==> src/design/sps_pkg.sv <==
// Shared types, constants and phase tables for the stepper phase sequencer
`timescale 1ns / 1ps
`default_nettype none
package sps_pkg;

    localparam int unsigned SPR_W   = 12;
    localparam int unsigned DEG_W   = 16;
    localparam int unsigned DLY_W   = 16;
    localparam int unsigned PROD_W  = 28;
    localparam int unsigned STEPS_W = 21;
    localparam int unsigned IDX_W   = 3;
    localparam int unsigned PAT_W   = 4;

    localparam logic [SPR_W-1:0] SPR_RESET = 12'd200;
    localparam int unsigned QDEPTH_DEF = 4;

    // prod/180 = (prod>>2)/45, prod/360 = (prod>>3)/45
    localparam int unsigned DIVX_W      = 26;
    localparam int unsigned RECIP_W     = 27;
    localparam int unsigned RECIP_SHIFT = 32;
    localparam int unsigned MULQ_W      = DIVX_W + RECIP_W;
    localparam logic [RECIP_W-1:0] RECIP_45 = 27'd95443717; // floor(2^32 / 45)
    localparam logic [DIVX_W:0]    DIV_45   = 27'd45;

    typedef enum logic {
        OP_TICK = 1'b0,
        OP_MOVE = 1'b1
    } t_op;

    typedef struct packed {
        t_op                op;
        logic               dir;
        logic               half;
        logic [DLY_W-1:0]   dly;
        logic [STEPS_W-1:0] nsteps;
    } t_item;

    typedef struct packed {
        logic  valid;
        t_item item;
    } t_qwr;

    function automatic logic [PAT_W-1:0] half_pattern(input logic [2:0] idx);
        logic [PAT_W-1:0] p;
        case (idx)
            3'd0:    p = 4'h2;
            3'd1:    p = 4'h6;
            3'd2:    p = 4'h4;
            3'd3:    p = 4'h5;
            3'd4:    p = 4'h1;
            3'd5:    p = 4'h9;
            3'd6:    p = 4'h8;
            3'd7:    p = 4'hA;
            default: p = 4'h0;
        endcase
        return p;
    endfunction

    function automatic logic [PAT_W-1:0] full_pattern(input logic [1:0] idx);
        logic [PAT_W-1:0] p;
        case (idx)
            2'd0:    p = 4'h2;
            2'd1:    p = 4'h4;
            2'd2:    p = 4'h1;
            2'd3:    p = 4'h8;
            default: p = 4'h0;
        endcase
        return p;
    endfunction

endpackage
`default_nettype wire

==> src/design/sps_queue.sv <==
// Short queue between the front end and the step executor
`timescale 1ns / 1ps
`default_nettype none
module sps_queue
    import sps_pkg::*;
#(
    parameter int unsigned P_QDEPTH = QDEPTH_DEF,
    localparam int unsigned CNT_W = $clog2(P_QDEPTH + 1),
    localparam int unsigned PTR_W = $clog2(P_QDEPTH)
) (
    input  wire logic  i_clk,
    input  wire logic  i_rst_n,
    input  wire t_qwr  i_wr,
    input  wire logic  i_rd,
    output logic [CNT_W-1:0] o_count,
    output logic       o_empty,
    output t_item      o_head
);

    t_item            r_mem [P_QDEPTH];
    logic [PTR_W-1:0] r_wptr;
    logic [PTR_W-1:0] r_rptr;
    logic [CNT_W-1:0] r_count;
    logic             rd;

    assign o_count = r_count;
    assign o_empty = (r_count == '0);
    assign o_head  = r_mem[r_rptr];
    assign rd      = i_rd && !o_empty;

    function automatic logic [PTR_W-1:0] ptr_inc(input logic [PTR_W-1:0] p);
        return (p == PTR_W'(P_QDEPTH - 1)) ? '0 : p + PTR_W'(1);
    endfunction

    always_ff @(posedge i_clk) begin
        if (!i_rst_n) begin
            r_wptr  <= '0;
            r_rptr  <= '0;
            r_count <= '0;
        end else begin
            if (i_wr.valid) begin
                r_wptr <= ptr_inc(r_wptr);
            end
            if (rd) begin
                r_rptr <= ptr_inc(r_rptr);
            end
            if (i_wr.valid && !rd) begin
                r_count <= r_count + CNT_W'(1);
            end else if (!i_wr.valid && rd) begin
                r_count <= r_count - CNT_W'(1);
            end
        end
    end

    always_ff @(posedge i_clk) begin
        if (i_wr.valid) begin
            r_mem[r_wptr] <= i_wr.item;
        end
    end

endmodule
`default_nettype wire

==> config.mk <==
export PLATFORM = sky130hd
export DESIGN_NAME = sps_queue
export DESIGN_NICKNAME = d
export VERILOG_FILES = /design/src/design/sps_pkg.sv /design/src/design/sps_queue.sv
export SDC_FILE = /design/constraint.sdc
export NUM_CORES = 1
export LEC_CHECK = 0
export BUFFER_PORTS_ARGS = -buffer_cell sky130_fd_sc_hd__buf_2
export CAP_MARGIN = 15
export CELL_PAD_IN_SITES_DETAIL_PLACEMENT = 1
export CELL_PAD_IN_SITES_GLOBAL_PLACEMENT = 1
export CORE_UTILIZATION = 45
export CTS_CLUSTER_SIZE = 30
export DETAILED_ROUTE_END_ITERATION = 7
export PLACE_DENSITY_LB_ADDON = 0.1
export SKIP_CTS_REPAIR_TIMING = 1
export SLEW_MARGIN = 20
export SYNTH_ARGS = -nofsm -noshare
export SYNTH_HDL_FRONTEND = slang
export SYNTH_SLANG_ARGS = --single-unit
==> constraint.sdc <==
create_clock -name i_clk -period 3 [get_ports i_clk]
set_input_delay 0 -clock i_clk [delete_from_list [all_inputs] [get_ports i_clk]]
set_output_delay 0 -clock i_clk [all_outputs]
set_load 0.005 [all_outputs]
; Yosys cells after proc, flatten, opt, wreduce, memory -nomap -nowiden
; Memory sizes are Yosys's and may differ from the RTL's. A register that Yosys moved wholly into a read port is not among the register bits.
; Index checks and enable logic that the tools add are counted.
[op_classes]
addsub = 4
muxes = 8
eq_ne = 2
reduce_logical = 8
[ops]
columns = operator, n
row1 = 2-bit two-way mux, 4
row2 = 3-bit two-way mux, 2
row3 = 2-bit by 1-bit adder with 2-bit output (second input constant), 2
row4 = 2-bit == test (second input constant), 2
row5 = 3-bit by 1-bit adder with 3-bit output (second input constant), 1
row6 = 1-bit logical AND, 3
row7 = 1-bit logical NOT, 3
row8 = 3-bit logical NOT, 1
row9 = 3-bit by 1-bit subtractor with 3-bit output (second input constant), 1
row10 = 1-bit two-way mux, 2
row11 = 2-bit nonzero test, 1
[word_totals]
mem_count = 1
input_bits = 44
word_cells = 26
reg_bits = 7
output_inout_bits = 44
ram_bits = 160
[mem_list]
columns = memory, words, word_bits, read_ports, rd_clocked_by_memory_dff, write_ports, line_no
row1 = r_mem, 4, 40, 1, 1, 1, sps_queue.sv:20  ; t_item r_mem [P_QDEPTH];

; Depth between registers and ports, before layout
[depth]
ltp_word = 6
ltp_mapped = 7
depth_no_buf = 7

; Worst setup path after synthesis
; OpenSTA, ideal clock, no wires.
[synth_timing]
path_kind = register to register
from = register r_count[0] (netlist: o_count[0])
to = register r_count[2] (netlist: o_count[2])
t_required_ns = 2.924
synth_period_minus_slack_ns = 2.116
setup_slack_ns = 0.884
setup_ns = 0.076
n_path_buf = 0
t_arrival_ns = 2.041
path_stages_with_launch = 8
path_cell_list = dfxtp_1 o31ai_1 ha_1 inv_1 fa_1 xor2_1 or3_1 a21boi_0
[synth_via]
elab_chain_len = 6
elab_cells_between_ends = 11
cone_classes = add/sub (2) / mux (2) / reduce/logical (7)
[synth_lines]
columns = element, line_no
row1 = start: declaration, sps_queue.sv:23  ; logic [CNT_W-1:0] r_count;
row2 = start signal: assignment, sps_queue.sv:48  ; r_count <= r_count + CNT_W'(1);
row3 = start signal: assignment, sps_queue.sv:50  ; r_count <= r_count - CNT_W'(1);
row4 = branches (longest 6 deep; another with 3-bit by 1-bit subtractor with 3-bit output), n/a
; Several ways; the timed one is not identified. The select of a mux whose other input is x is not followed.
; A chain may end at the register's enable or synchronous reset.

; Final worst setup path
; Ends and elaborated chain as after synthesis.

==> impl_metrics.json <==
{
  "syn_to_final_growth_pct": 24.92,
  "routed_via_density": 5.067,
  "rows": 42,
  "wirelength_um": 11170,
  "min_to": "r_wptr[1]$_SDFFE_PN0P_",
  "hp-start": "i_wr[40]",
  "core_um2": 13400,
  "ys_ff_latch": 169,
  "final_hold_viol_count": 1,
  "clock_path_buffers": 2,
  "grt_pass1_vias": 3154,
  "async_flop_share_pct": 0,
  "fmax_mhz": 413.7,
  "die_y_um": 120.0,
  "globalplace.congestion": 0.6339,
  "dr.first_iter.drc_count": 146,
  "critPathMaxFanout": 5,
  "place_hpwl_um": 6762,
  "initial_core_util_pct": 46.77,
  "place_inst": 515,
  "rsz0062_at_grt": "false",
  "final_cells": 585,
  "nets": 451,
  "cts_buffers": 17,
  "r2r_cells": 7,
  "r2r_setup_slack_ns": 0.58,
  "reg2reg_from": "o_count[0]$_SDFFE_PN0P_",
  "grt_max_degree": 41,
  "fin_crit_ns": 2.417,
  "place_ws_ns": 0.5862,
  "dr_total_vias": 2964,
  "hold_path.class": "in2reg",
  "worstSkewPairLatency_ns": 0.42,
  "yosysTopAreaCell": "edfxtp_1",
  "finalMaxSlewViolations": 0,
  "numPortBuffers": 87,
  "drc": 0,
  "insertedDiodeCount": 0,
  "ys_top_cells_by_area": "edfxtp_1 (77%), mux4_2 (14%), dfxtp_1 (2.9%), buf_12 (1.3%), ha_1 (1.2%)",
  "clk_pin_slew_worst_paths_ns": 0.06,
  "utilization_pct": 58.42,
  "slew_headroom_pct": 44.07,
  "syn_area_per_cell_um2": 24.67,
  "worst_slack_ns": 0.5829,
  "cts.sink_count": 169,
  "synth-edff-count": 160,
  "layout-drive-gt1-share_pct": 39.36,
  "arrival_ns": 2.77,
  "die-area_um2": 14400,
  "synth.distinct_cells": 22,
  "ant_nets": 0,
  "hold_depth": 3,
  "leakagePower_nw": 2.703,
  "grt_usage_pct": 16.90,
  "root_buffer": "clkbuf_16",
  "pin_count": 88,
  "r2r_end": "o_count[2]$_SDFFE_PN0P_",
  "wl_per_cell_um": 19.10,
  "required_ns": 3.35,
  "antenna_found_initial": 0,
  "setup_violations": 0,
  "drt_pass1_iterations": 4,
  "start_kind": "flip-flop",
  "powerDensity_nw_per_um2": 747.5,
  "synth_flop_cell": "edfxtp_1",
  "tritoncts": "built",
  "cap_violations": 0,
  "die_w_um": 120.0,
  "syn_inst": 254,
  "holdWs_ns": -0.02861,
  "synth_most_common_cell": "edfxtp_1",
  "timing.setup.tns_ns": 0,
  "htreeDepth": 4,
  "synthDominantCellAreaShare_pct": 76.66,
  "yosys_warnings": 0,
  "endpoint_kind": "flip-flop",
  "failed_checks": "negative hold slack",
  "finClkSkew_ns": 0.007332,
  "worst_pin_slew_ns": 0.8389,
  "layout_worst_path_cycle_share_pct": 80.57,
  "synth_area_um2": 6267,
  "ir_drop_mv": 0.4914,
  "grt-ovfl-total": 0,
  "synthTopCellsByCount": "edfxtp_1 (160), mux4_2 (40), dfxtp_1 (9), ha_1 (6), and2_1 (5)",
  "grt_pass1_wl_um": 16920,
  "worstSetupPathType": "reg2reg",
  "outcome": "complete, but fails checks",
  "seq_area_frac_synth_pct": 79.54,
  "syn_nets": 305
}
-- critical path, stage by stage, from the launching register on --
cell,delay [ns]
dfxtp_1,0.37
o31ai_1,0.54
ha_1,0.32
inv_1,0.07
fa_1,0.39
xor2_1,0.19
or3_1,0.32
a21boi_0,0.16
-- cells by family (layout without fill, tap and decap cells) --
family,count (synthesis),count (layout),synth area share (%)
XOR/XNOR,2,2,0.2795
AO/OA/AOI/OAI,5,5,0.4792
AND/OR/NAND/NOR,16,16,1.378
flip-flops,169,169,79.54
multiplexers,43,43,14.85
adder cells (fa/ha/maj),7,7,1.517
buffers and inverters,12,167,1.957
-- placed cells by master (no fill, tap or decap), types with 4 or more instances in the layout --
cell type	n
and2_2	4
buf_2	87
buf_4	6
clkbuf_1	5
clkbuf_16	17
dfxtp_1	7
dlygate4sd3_1	42
edfxtp_1	160
ha_1	6
mux4_2	40
-- cell type report --
class                      count  area [µm²]
fill                        1198        5572
sequential                   169        4990
multi-input combinational     73        1165
timing repair buffer         136       920.9
clock buffer                  22       444.2
tap                          176       220.2
clock inverter                 6       77.57
inverter                       3       11.26
-- how the worst max path moves through the flow --
| stage | end | startpoint | cells after the start | slack [ns] |
|---|---|---|---|---|
| after floorplan | o_count[2]$_SDFFE_PN0P_ | o_count[0]$_SDFFE_PN0P_ | 7 | 0.88 |
| after global placement | o_count[2]$_SDFFE_PN0P_ | o_count[1]$_SDFFE_PN0P_ | 7 | 0.76 |
| after detailed placement | o_count[2]$_SDFFE_PN0P_ | o_count[0]$_SDFFE_PN0P_ | 7 | 0.59 |
| after CTS | o_count[2]$_SDFFE_PN0P_ | o_count[0]$_SDFFE_PN0P_ | 7 | 0.56 |
| after global routing | o_count[2]$_SDFFE_PN0P_ | o_count[0]$_SDFFE_PN0P_ | 7 | 0.35 |
| final | o_count[2]$_SDFFE_PN0P_ | o_count[0]$_SDFFE_PN0P_ | 7 | 0.58 |
-- power by group --
| part | leakage, nW | switching, W | total, W | internal [W] |
|---|---|---|---|---|
| logic | 0.904 | 0.000373 | 0.000969 | 0.000596 |
| clock network | 0.255 | 0.000781 | 0.00198 | 0.00120 |
| registers | 1.54 | 0.000182 | 0.00291 | 0.00272 |
-- per-stage QoR --
stage          area [µm²]  power [W]
3_5_place_dp         6887   0.003916
2_1_floorplan        6267   0.003598
3_3_place_gp         6887   0.003897
4_1_cts              7408   0.005891
6_report             7829   0.005852
5_1_grt              7829   0.006104
-- registers in the layout (all words and copies together), names as in the netlist, named ones only --
signal	cells
r_mem	160
o_count	3
r_rptr	2
r_wptr	2
-- routing by layer --
| metal | wire (µm) | vias to the layer above | track usage (%) |
|---|---|---|---|
| met4 | 173 | 0 | 7.734 |
| met5 | 0 | - | 0 |
| met2 | 5749 | 63 | 28.56 |
| met3 | 483 | 13 | 5.561 |
| met1 | 4768 | 1530 | 19.49 |
| li1 | - | 1358 | - |
No activity file was read; power rests on OpenSTA's default activity.
